<file path="config.mk">
export PLATFORM = sky130hd
export DESIGN_NAME = sbus_frame_decoder_core_flat
export DESIGN_NICKNAME = d
export VERILOG_FILES = /design/src/hdl/sfd_pkg.sv /design/src/hdl/sfd_if.sv /design/src/hdl/sbus_frame_decoder_core.sv /design/src/flat_wrapper.sv
export SDC_FILE = /design/constraint.sdc
export NUM_CORES = 1
export LEC_CHECK = 0
export ABC_AREA = 1
export CAP_MARGIN = 10
export CORE_MARGIN = 2
export CORE_UTILIZATION = 28
export CTS_CLUSTER_DIAMETER = 30
export DETAILED_ROUTE_END_ITERATION = 8
export DONT_BUFFER_PORTS = 1
export SYNTH_ARGS = -nofsm -noshare
export SYNTH_HDL_FRONTEND = slang
export SYNTH_SLANG_ARGS = --single-unit
export TNS_END_PERCENT = 1
</file>
<file path="constraint.sdc">
create_clock -name clock -period 12.6 [get_ports clock]
set_input_delay 0 -clock clock [delete_from_list [all_inputs] [get_ports clock]]
set_output_delay 0 -clock clock [all_outputs]
set_load 0.02 [all_outputs]
</file>
<file path="src/hdl/sfd_pkg.sv">
// ----------------------------------------------------------------------------
// SBUS frame decoder package
// Shared widths, constants, register indexes and types for the decoder.
// ----------------------------------------------------------------------------
package sfd_pkg;

   // Field widths of the byte and result channels.
   localparam int BYTE_WIDTH    = 8;
   localparam int CHAN_WIDTH    = 11;
   localparam int INDEX_WIDTH   = 5;
   localparam int STAT_WIDTH    = 16;

   // Frame layout: 24 stored bytes, the 25th closes the frame.
   localparam int STORE_DEPTH   = 24;
   localparam int NUM_PROP      = 16;
   localparam int NUM_CHAN      = 18;
   localparam int FLAG_BYTE     = 23;
   localparam int STREAM_WIDTH  = NUM_PROP * CHAN_WIDTH;

   localparam logic [INDEX_WIDTH-1:0] LAST_POSITION = 5'd24;
   localparam logic [INDEX_WIDTH-1:0] LAST_CHANNEL  = 5'd17;
   localparam logic [CHAN_WIDTH-1:0]  DIGITAL_ON    = 11'h7FF;
   localparam logic [CHAN_WIDTH-1:0]  DIGITAL_OFF   = 11'h000;

   // Flag byte bit positions.
   localparam int FLAG_DIGITAL_0 = 0;
   localparam int FLAG_DIGITAL_1 = 1;
   localparam int FLAG_LOST      = 2;
   localparam int FLAG_FAILSAFE  = 3;

   // Configuration register map.
   localparam int CSR_INDEX_WIDTH = 1;
   localparam logic [CSR_INDEX_WIDTH-1:0] CSR_START_BYTE = 1'b0;
   localparam logic [CSR_INDEX_WIDTH-1:0] CSR_END_BYTE   = 1'b1;

   localparam logic [BYTE_WIDTH-1:0] START_BYTE_RESET = 8'h0F;
   localparam logic [BYTE_WIDTH-1:0] END_BYTE_RESET   = 8'h00;

   typedef logic [BYTE_WIDTH-1:0]      byte_type;
   typedef logic [CHAN_WIDTH-1:0]      chan_type;
   typedef logic [INDEX_WIDTH-1:0]     index_type;
   typedef logic [STAT_WIDTH-1:0]      stat_type;
   typedef logic [CSR_INDEX_WIDTH-1:0] csr_index_type;

endpackage

</file>
<file path="src/hdl/sfd_if.sv">
// ----------------------------------------------------------------------------
// SBUS frame decoder channel interfaces
// Valid/ready channels for received bytes and decoded channel results.
// ----------------------------------------------------------------------------

// Received byte channel.
interface sfd_req_if;
   import sfd_pkg::*;

   logic     valid;
   logic     ready;
   byte_type rx_byte;

   modport source (output valid, output rx_byte, input ready);
   modport sink   (input valid, input rx_byte, output ready);
endinterface

// Decoded channel result channel.
interface sfd_rsp_if;
   import sfd_pkg::*;

   logic      valid;
   logic      ready;
   index_type channel_index;
   chan_type  channel_value;
   logic      failsafe;
   logic      frame_lost;
   stat_type  good_frames;
   stat_type  bad_frames;
   stat_type  lost_frames;
   logic      last;

   modport source (output valid, output channel_index, output channel_value,
                   output failsafe, output frame_lost, output good_frames,
                   output bad_frames, output lost_frames, output last,
                   input ready);
   modport sink   (input valid, input channel_index, input channel_value,
                   input failsafe, input frame_lost, input good_frames,
                   input bad_frames, input lost_frames, input last,
                   output ready);
endinterface

</file>
<file path="src/hdl/sbus_frame_decoder_core.sv">
// ----------------------------------------------------------------------------
// SBUS frame decoder core
// Assembles 25-byte SBUS frames and emits eighteen decoded channel results.
// ----------------------------------------------------------------------------
// Usage:
// Bytes enter on the req channel, one transaction per byte, and one byte can
// be taken in every cycle while req ready is high. A frame opens with the
// start byte; the start byte and the following 23 bytes are stored in a
// shift register, and the 25th byte must equal the end byte. A good frame
// is decoded in the cycle its end byte is accepted:
// sixteen 11-bit channels, two digital channels and the flags are captured in
// a result buffer, together with a snapshot of the frame counters.
// The rsp channel then presents channels 0 to 17, one transaction per cycle
// while rsp ready is high, starting the cycle after the end byte; last marks channel 17.
// The buffer holds one frame, so the 18 results drain while the next frame's
// bytes arrive. If the receiver stalls long enough that a new frame's 25th
// byte arrives before the previous results are all taken, req ready drops
// on that byte until the final result goes out.
// The csr port writes start_byte (index 0) and end_byte (index 1); write
// only while the block is idle.
// Reset clears the frame position, the counters and the result buffer state,
// and restores start_byte to 0x0F and end_byte to 0x00.
// ----------------------------------------------------------------------------
module sbus_frame_decoder_core #(
   parameter int COUNT_WIDTH = 16
) (
   input  logic                   clock,
   input  logic                   reset,
   sfd_req_if.sink                req_if,
   sfd_rsp_if.source              rsp_if,
   input  logic                   csr_we,
   input  sfd_pkg::csr_index_type csr_index,
   input  sfd_pkg::byte_type      csr_wdata
);
   import sfd_pkg::*;

   // Configuration registers.
   byte_type start_byte_ff, start_byte_in;
   byte_type end_byte_ff, end_byte_in;

   // Frame assembly state.
   index_type        position_ff, position_in;
   byte_type         store_ff [STORE_DEPTH];
   byte_type         store_in [STORE_DEPTH];
   logic [COUNT_WIDTH-1:0] good_cnt_ff, good_cnt_in;
   logic [COUNT_WIDTH-1:0] bad_cnt_ff, bad_cnt_in;
   logic [COUNT_WIDTH-1:0] lost_cnt_ff, lost_cnt_in;

   // Result buffer.
   logic      busy_ff, busy_in;
   index_type out_idx_ff, out_idx_in;
   chan_type  chan_ff [NUM_PROP];
   chan_type  chan_in [NUM_PROP];
   logic [FLAG_FAILSAFE:0] flags_ff, flags_in;
   stat_type  good_snap_ff, good_snap_in;
   stat_type  bad_snap_ff, bad_snap_in;
   stat_type  lost_snap_ff, lost_snap_in;

   logic                    req_fire;
   logic                    rsp_fire;
   logic                    stray;
   logic                    at_end;
   logic                    frame_good;
   logic                    frame_bad_end;
   logic                    store_byte;
   logic [STREAM_WIDTH-1:0] stream;

   // Handshake decode.
   assign req_fire      = req_if.valid && req_if.ready;
   assign rsp_fire      = rsp_if.valid && rsp_if.ready;
   assign at_end        = (position_ff == LAST_POSITION);
   assign stray         = (position_ff == '0) && (req_if.rx_byte != start_byte_ff);
   assign store_byte    = req_fire && !stray && !at_end;
   assign frame_good    = req_fire && at_end && (req_if.rx_byte == end_byte_ff);
   assign frame_bad_end = req_fire && at_end && (req_if.rx_byte != end_byte_ff);

   // A closing byte waits while the result buffer still holds a frame.
   assign req_if.ready = !(at_end && busy_ff);

   // Bit stream of payload bytes 1..22, little-endian.
   always_comb begin
      for (int j = 0; j < NUM_PROP * CHAN_WIDTH / BYTE_WIDTH; j++) begin
         stream[j*BYTE_WIDTH +: BYTE_WIDTH] = store_ff[j+1];
      end
   end

   // Configuration writes.
   always_comb begin
      start_byte_in = start_byte_ff;
      end_byte_in   = end_byte_ff;
      if (csr_we) begin
         case (csr_index)
            CSR_START_BYTE: start_byte_in = csr_wdata;
            CSR_END_BYTE:   end_byte_in   = csr_wdata;
            default: ;
         endcase
      end
   end

   // Frame position, byte shift register and counters.
   always_comb begin
      position_in = position_ff;
      good_cnt_in = good_cnt_ff;
      bad_cnt_in  = bad_cnt_ff;
      lost_cnt_in = lost_cnt_ff;
      for (int i = 0; i < STORE_DEPTH; i++) begin
         store_in[i] = store_ff[i];
      end
      if (store_byte) begin
         position_in = position_ff + 1'b1;
         for (int i = 0; i < STORE_DEPTH - 1; i++) begin
            store_in[i] = store_ff[i+1];
         end
         store_in[STORE_DEPTH-1] = req_if.rx_byte;
      end
      if (req_fire && at_end) begin
         position_in = '0;
      end
      if (req_fire && (stray || frame_bad_end)) begin
         bad_cnt_in = bad_cnt_ff + 1'b1;
      end
      if (frame_good) begin
         good_cnt_in = good_cnt_ff + 1'b1;
         if (store_ff[FLAG_BYTE][FLAG_LOST]) begin
            lost_cnt_in = lost_cnt_ff + 1'b1;
         end
      end
   end

   // Result buffer load on a good frame and drain on the rsp side.
   always_comb begin
      busy_in      = busy_ff;
      out_idx_in   = out_idx_ff;
      flags_in     = flags_ff;
      good_snap_in = good_snap_ff;
      bad_snap_in  = bad_snap_ff;
      lost_snap_in = lost_snap_ff;
      for (int k = 0; k < NUM_PROP; k++) begin
         chan_in[k] = chan_ff[k];
      end
      if (rsp_fire) begin
         out_idx_in = out_idx_ff + 1'b1;
         if (out_idx_ff == LAST_CHANNEL) begin
            busy_in = 1'b0;
         end
      end
      if (frame_good) begin
         busy_in      = 1'b1;
         out_idx_in   = '0;
         flags_in     = store_ff[FLAG_BYTE][FLAG_FAILSAFE:0];
         good_snap_in = STAT_WIDTH'(good_cnt_in);
         bad_snap_in  = STAT_WIDTH'(bad_cnt_ff);
         lost_snap_in = STAT_WIDTH'(lost_cnt_in);
         for (int k = 0; k < NUM_PROP; k++) begin
            chan_in[k] = stream[k*CHAN_WIDTH +: CHAN_WIDTH];
         end
      end
   end

   // Control registers.
   always_ff @(posedge clock) begin
      if (reset) begin
         start_byte_ff <= START_BYTE_RESET;
         end_byte_ff   <= END_BYTE_RESET;
         position_ff   <= '0;
         good_cnt_ff   <= '0;
         bad_cnt_ff    <= '0;
         lost_cnt_ff   <= '0;
         busy_ff       <= 1'b0;
         out_idx_ff    <= '0;
      end else begin
         start_byte_ff <= start_byte_in;
         end_byte_ff   <= end_byte_in;
         position_ff   <= position_in;
         good_cnt_ff   <= good_cnt_in;
         bad_cnt_ff    <= bad_cnt_in;
         lost_cnt_ff   <= lost_cnt_in;
         busy_ff       <= busy_in;
         out_idx_ff    <= out_idx_in;
      end
   end

   // Payload registers.
   always_ff @(posedge clock) begin
      for (int i = 0; i < STORE_DEPTH; i++) begin
         store_ff[i] <= store_in[i];
      end
      for (int k = 0; k < NUM_PROP; k++) begin
         chan_ff[k] <= chan_in[k];
      end
      flags_ff     <= flags_in;
      good_snap_ff <= good_snap_in;
      bad_snap_ff  <= bad_snap_in;
      lost_snap_ff <= lost_snap_in;
   end

   // Result selection from the buffer.
   always_comb begin
      if (out_idx_ff < INDEX_WIDTH'(NUM_PROP)) begin
         rsp_if.channel_value = chan_ff[out_idx_ff[3:0]];
      end else if (out_idx_ff[0] ? flags_ff[FLAG_DIGITAL_1] : flags_ff[FLAG_DIGITAL_0]) begin
         rsp_if.channel_value = DIGITAL_ON;
      end else begin
         rsp_if.channel_value = DIGITAL_OFF;
      end
   end

   assign rsp_if.valid         = busy_ff;
   assign rsp_if.channel_index = out_idx_ff;
   assign rsp_if.failsafe      = flags_ff[FLAG_FAILSAFE];
   assign rsp_if.frame_lost    = flags_ff[FLAG_LOST];
   assign rsp_if.good_frames   = good_snap_ff;
   assign rsp_if.bad_frames    = bad_snap_ff;
   assign rsp_if.lost_frames   = lost_snap_ff;
   assign rsp_if.last          = (out_idx_ff == LAST_CHANNEL);

   // The frame position never passes the closing byte.
   a_position_range: assert property (@(posedge clock) disable iff (reset)
      position_ff <= LAST_POSITION)
      else $error("frame position out of range");

   // While a frame drains, the result index stays within the channel list.
   a_index_range: assert property (@(posedge clock) disable iff (reset)
      busy_ff |-> (out_idx_ff <= LAST_CHANNEL))
      else $error("result index out of range");

   // Taking the final result empties the buffer.
   a_drain_done: assert property (@(posedge clock) disable iff (reset)
      (rsp_fire && rsp_if.last) |=> !rsp_if.valid)
      else $error("result buffer still busy after last result");

   // A good frame loads the buffer with channel 0 and advances the count.
   a_frame_load: assert property (@(posedge clock) disable iff (reset)
      frame_good |=> (busy_ff && (out_idx_ff == '0)
                      && (good_cnt_ff == $past(good_cnt_ff) + 1'b1)))
      else $error("good frame not loaded into result buffer");

endmodule
</file>
<file path="src/flat_wrapper.sv">
// flat-port wrapper written by rule: the top's interface ports become plain ports
module sbus_frame_decoder_core_flat import sfd_pkg::*;
#(
   parameter int COUNT_WIDTH = 16
)
  (clock, reset, csr_we, csr_index, csr_wdata, req_if_valid, req_if_rx_byte, req_if_ready, rsp_if_valid, rsp_if_channel_index, rsp_if_channel_value, rsp_if_failsafe, rsp_if_frame_lost, rsp_if_good_frames, rsp_if_bad_frames, rsp_if_lost_frames, rsp_if_last, rsp_if_ready);
  sfd_req_if req_if_i ();
  sfd_rsp_if rsp_if_i ();
  input  logic clock;
  input  logic reset;
  input  logic csr_we;
  input  sfd_pkg::csr_index_type csr_index;
  input  sfd_pkg::byte_type csr_wdata;
  input wire logic [$bits(req_if_i.valid)-1:0] req_if_valid;
  input wire logic [$bits(req_if_i.rx_byte)-1:0] req_if_rx_byte;
  output wire logic [$bits(req_if_i.ready)-1:0] req_if_ready;
  output wire logic [$bits(rsp_if_i.valid)-1:0] rsp_if_valid;
  output wire logic [$bits(rsp_if_i.channel_index)-1:0] rsp_if_channel_index;
  output wire logic [$bits(rsp_if_i.channel_value)-1:0] rsp_if_channel_value;
  output wire logic [$bits(rsp_if_i.failsafe)-1:0] rsp_if_failsafe;
  output wire logic [$bits(rsp_if_i.frame_lost)-1:0] rsp_if_frame_lost;
  output wire logic [$bits(rsp_if_i.good_frames)-1:0] rsp_if_good_frames;
  output wire logic [$bits(rsp_if_i.bad_frames)-1:0] rsp_if_bad_frames;
  output wire logic [$bits(rsp_if_i.lost_frames)-1:0] rsp_if_lost_frames;
  output wire logic [$bits(rsp_if_i.last)-1:0] rsp_if_last;
  input wire logic [$bits(rsp_if_i.ready)-1:0] rsp_if_ready;
  assign req_if_i.valid = req_if_valid;
  assign req_if_i.rx_byte = req_if_rx_byte;
  assign req_if_ready = req_if_i.ready;
  assign rsp_if_valid = rsp_if_i.valid;
  assign rsp_if_channel_index = rsp_if_i.channel_index;
  assign rsp_if_channel_value = rsp_if_i.channel_value;
  assign rsp_if_failsafe = rsp_if_i.failsafe;
  assign rsp_if_frame_lost = rsp_if_i.frame_lost;
  assign rsp_if_good_frames = rsp_if_i.good_frames;
  assign rsp_if_bad_frames = rsp_if_i.bad_frames;
  assign rsp_if_lost_frames = rsp_if_i.lost_frames;
  assign rsp_if_last = rsp_if_i.last;
  assign rsp_if_i.ready = rsp_if_ready;
  sbus_frame_decoder_core #(.COUNT_WIDTH(COUNT_WIDTH)) u_core (.clock(clock), .reset(reset), .req_if(req_if_i), .rsp_if(rsp_if_i), .csr_we(csr_we), .csr_index(csr_index), .csr_wdata(csr_wdata));
endmodule
</file>
==> results.md <==
* Area grow syn2layout at 23.4%
* Post-CTS sizing at 0
* First-pass GRT wire length at 61,500 um
* R2R Path End: u_core.good_cnt_ff[3]
* Setup crit end: u_core.good_cnt_ff[3]
* Count of pins over their slew limit at 0
* Sw Pwr at 867 uW
* # IOs at 91
* Pint at 3320 uW
* Register-to-register setup slack at 8820 ps
* Syn Inst Count at 1,468
* TritonCTS clock tree: built
* Slew HR at 25.3%
* Cell taking the most area after synthesis: edfxtp_1
* Layout filler cell count at 6,225
* Antenna viol nets, final at 0
* Antenna cells at 0
* Tightest Pin Transition at 1120 ps
* Worst r2r path cells at 11
* CP arrival at 4340 ps
* Vias post-DR at 11,100
* Maximum vdd drop at 0.138 mV
* Synth Net Count at 1,497
* RSZ-0062 raised after global routing: no
* Leakage dissipation at 0.00785 uW
* Clk pin slew, worst setup/hold paths at 60 ps
* Distinct cells, synth at 35
* Largest net degree at the start of global routing at 194
* Share of cells above drive strength 1 at 12.5%
* WL final at 39,100 um
* Power density cells at 182 nW/um^2
* Clock Root Buffer: clkbuf_16
* Post-Syn Area at 18,600 um^2
* Cell Rows at 94
* Worst-path fanout max at 193
* Top_reg_cell synth: edfxtp_1
* FMAX at 0.265 GHz
* Setup TNS at 0 ps
* Starting Density at 28.3%
* Status: complete, no violations
* Total CTS buffers at 88
* Detailed Routing Iterations Pass 1 at 5
* MaxCap Viol Count at 0
* Comb pwr share at 0.9%
* Die area at 68,500 um^2
* Hold WC Path Type: in -> reg
* Req. time, crit path at 13,160 ps
* Mean Syn Cell Area at 12.7 um^2
* Warnings from Yosys at 0
* Ys async rst share at 0%
* Final min period at 3780 ps
* Htree depth at 3
* Grt ovf at 0
* Cell count after placement at 2,283
* Total setup buffers inserted after CTS at 0
* Post-synth EDFFs at 412
* Wirelength per Cell at 15.7 um
* Startpoint types: register
* Nets at 1,576
* Core area at 65,700 um^2
* Worst setup margin at 8820 ps
* Initial antenna violation count at 0
* Max clock buf depth at 3
* DP HPWL at 22,800 um
* Vias per cell at 4.45
* Post-Layout Cell Count at 2,486
* IO buf count at 0
* Synth top area share at 66.5%
* Setup CP Type: reg -> reg
* Final setup fails at 0
* TritonCTS Sinks at 491
* Sequential area share after synthesis at 75.0%
* Setup Skew at 35.1 ps
* Switching part of the total at 20.7%
* Min-delay src: req_if_rx_byte[4]
* RR Startpoint: u_core.position_ff[0]
* Top cells by area, synth: edfxtp_1 (66%), dfxtp_1 (8.5%), nand2_1 (5.4%), nor2_1 (4.4%), o21ai_0 (3.0%)
* Die Y at 262 um
* Setup crit end kind: register
* Dpl ws at 8950 ps
* Final Cycle Share at 30.0%
* GR Util All Layers at 11.3%
* Initial DRC Count at 853
* Clk_lat worst skew at 620 ps
* Final hold violations at 0
* Clock power frac at 57.3%
* Die span in x at 262 um
* CP startpoint: u_core.position_ff[0]
* Placer Congestion at 0.803
* Final routed DRC violation total at 0
* Sequential share of power at 41.8%
* Number of global-route vias before repair at 11,400
* Synthesized flop and latch total at 491
[power groups by stage]
stage          sequential [uW]  combinational [uW]  clock, uW
3_3_place_gp              1780                21.8          0
2_1_floorplan             1780                20.4          0
6_report                  1750                36.2       2400
4_1_cts                   1750                35.1       2440
3_5_place_dp              1780                22.4          0
5_1_grt                   1750                40.4       2530
[cell usage after synthesis, types with 3 or more instances]
cell and number:
nand2_1 269, a21oi_2 12, inv_1 63, nand3_1 61
clkbuf_1 28, nor3_1 7, nand3b_1 3, xor2_1 17
inv_2 4, edfxtp_1 412, nor2_1 219, o21ai_0 111
nand4_1 9, nand2_2 7, dfxtp_1 79, a21oi_1 51
ha_1 7, xnor2_1 12, buf_4 4, o211ai_1 46
o21ai_2 7, buf_6 5, buf_2 17
[worst min-delay path by stage]
stage	cells after the start	end	slack [ps]
after floorplan	0	u_core.store_ff[11][10]	100
after global placement	1	u_core.good_cnt_ff[2]	70
after detailed placement	1	u_core.good_cnt_ff[8]	70
after CTS	1	u_core.store_ff[11][12]	0.04
after global routing	1	u_core.store_ff[11][12]	10
final	1	u_core.store_ff[11][12]	30
[metrics by stage]
| stage | utilization [%] | hold WS, ps | power, uW | cell area (um^2) |
|---|---|---|---|---|
| 3_5_place_dp | 29.6 | 72.1 | 1800 | 19500 |
| 4_1_cts | 34.9 | 0.0398 | 4230 | 23000 |
| 5_1_grt | 34.9 | 12.2 | 4310 | 23000 |
| 3_3_place_gp | 29.6 | 69.5 | 1800 | 19500 |
| 2_1_floorplan | - | 98.9 | 1800 | 18600 |
| 6_report | 34.9 | 32.2 | 4180 | 23000 |
[routing by layer]
layer  GRT usage, %  vias up  share of wire, %
met5              0        -                 0
met3           3.68       64               8.4
met4           4.23        0               2.1
met1           14.3     5320                43
li1               -     5353                 -
met2           18.1      326                47
[state kept, by name, indices dropped and copies added (netlist names), named ones only]
signal,count
u_core.start_byte_ff,8
u_core.bad_cnt_ff,16
u_core.rsp_if.lost_frames,16
u_core.end_byte_ff,8
u_core.position_ff,5
u_core.rsp_if.good_frames,16
u_core.good_cnt_ff,16
u_core.store_ff,184
u_core.chan_ff,176
u_core.rsp_if.channel_index,5
u_core.flags_ff,4
u_core.lost_cnt_ff,16
u_core.rsp_if.bad_frames,16
u_core.rsp_if.valid,1
[layout by cell type, fill, tap and decap left out, drive strengths merged, types with 2 or more instances in the layout]
cell type | Yosys | final
a21oi | 63 | 63
and2 | 2 | 2
buf | 29 | 9
bufinv | 0 | 12
clkbuf | 28 | 94
clkinv | 1 | 41
clkinvlp | 0 | 10
dfxtp | 79 | 79
dlygate4sd3 | 0 | 37
edfxtp | 412 | 412
ha | 7 | 7
inv | 67 | 76
nand2 | 276 | 276
nand3 | 63 | 63
nand3b | 4 | 4
nand4 | 9 | 9
nor2 | 222 | 222
nor3 | 9 | 9
o211ai | 46 | 46
o21ai | 118 | 118
or2 | 2 | 2
xnor2 | 12 | 12
xor2 | 17 | 17
[layout make-up]
class | count | area [um^2] | share of cell area [%]
clock inverters | 71 | 872 | 3.80
inverters | 68 | 262 | 1.14
multi-input cells | 852 | 4090 | 17.8
flip-flops and latches | 491 | 14000 | 60.8
repair buffers | 46 | 463 | 2.02
well taps | 864 | 1080 | 4.71
clock buffers | 94 | 2220 | 9.69
[worst max-delay path, cell delays in order (launching register included)]
cell,delay [ps]
dfxtp_1,350
inv_1,100
ha_1,180
nand2_1,110
nor3_4,160
nand3_2,140
nor2_4,120
buf_4,700
buf_12,790
nand2_1,210
a21oi_2,170
dlygate4sd3_1,540
[logic make-up after synthesis]
family	synth area share, %
xor+xnor	1.37
fa+ha+maj	0.471
compound gates	7.11
flops	75.0
buf+inv	3.01
simple gates	13.1
[what timing repair did]
| item | CTS | global route |
|---|---|---|
| hold endpoints to repair | 84 | 0 |
| hold buffers | 38 | 0 |
| endpoints found under the setup margin | 0 | 0 |
Power figures use the tool's default switching activity.
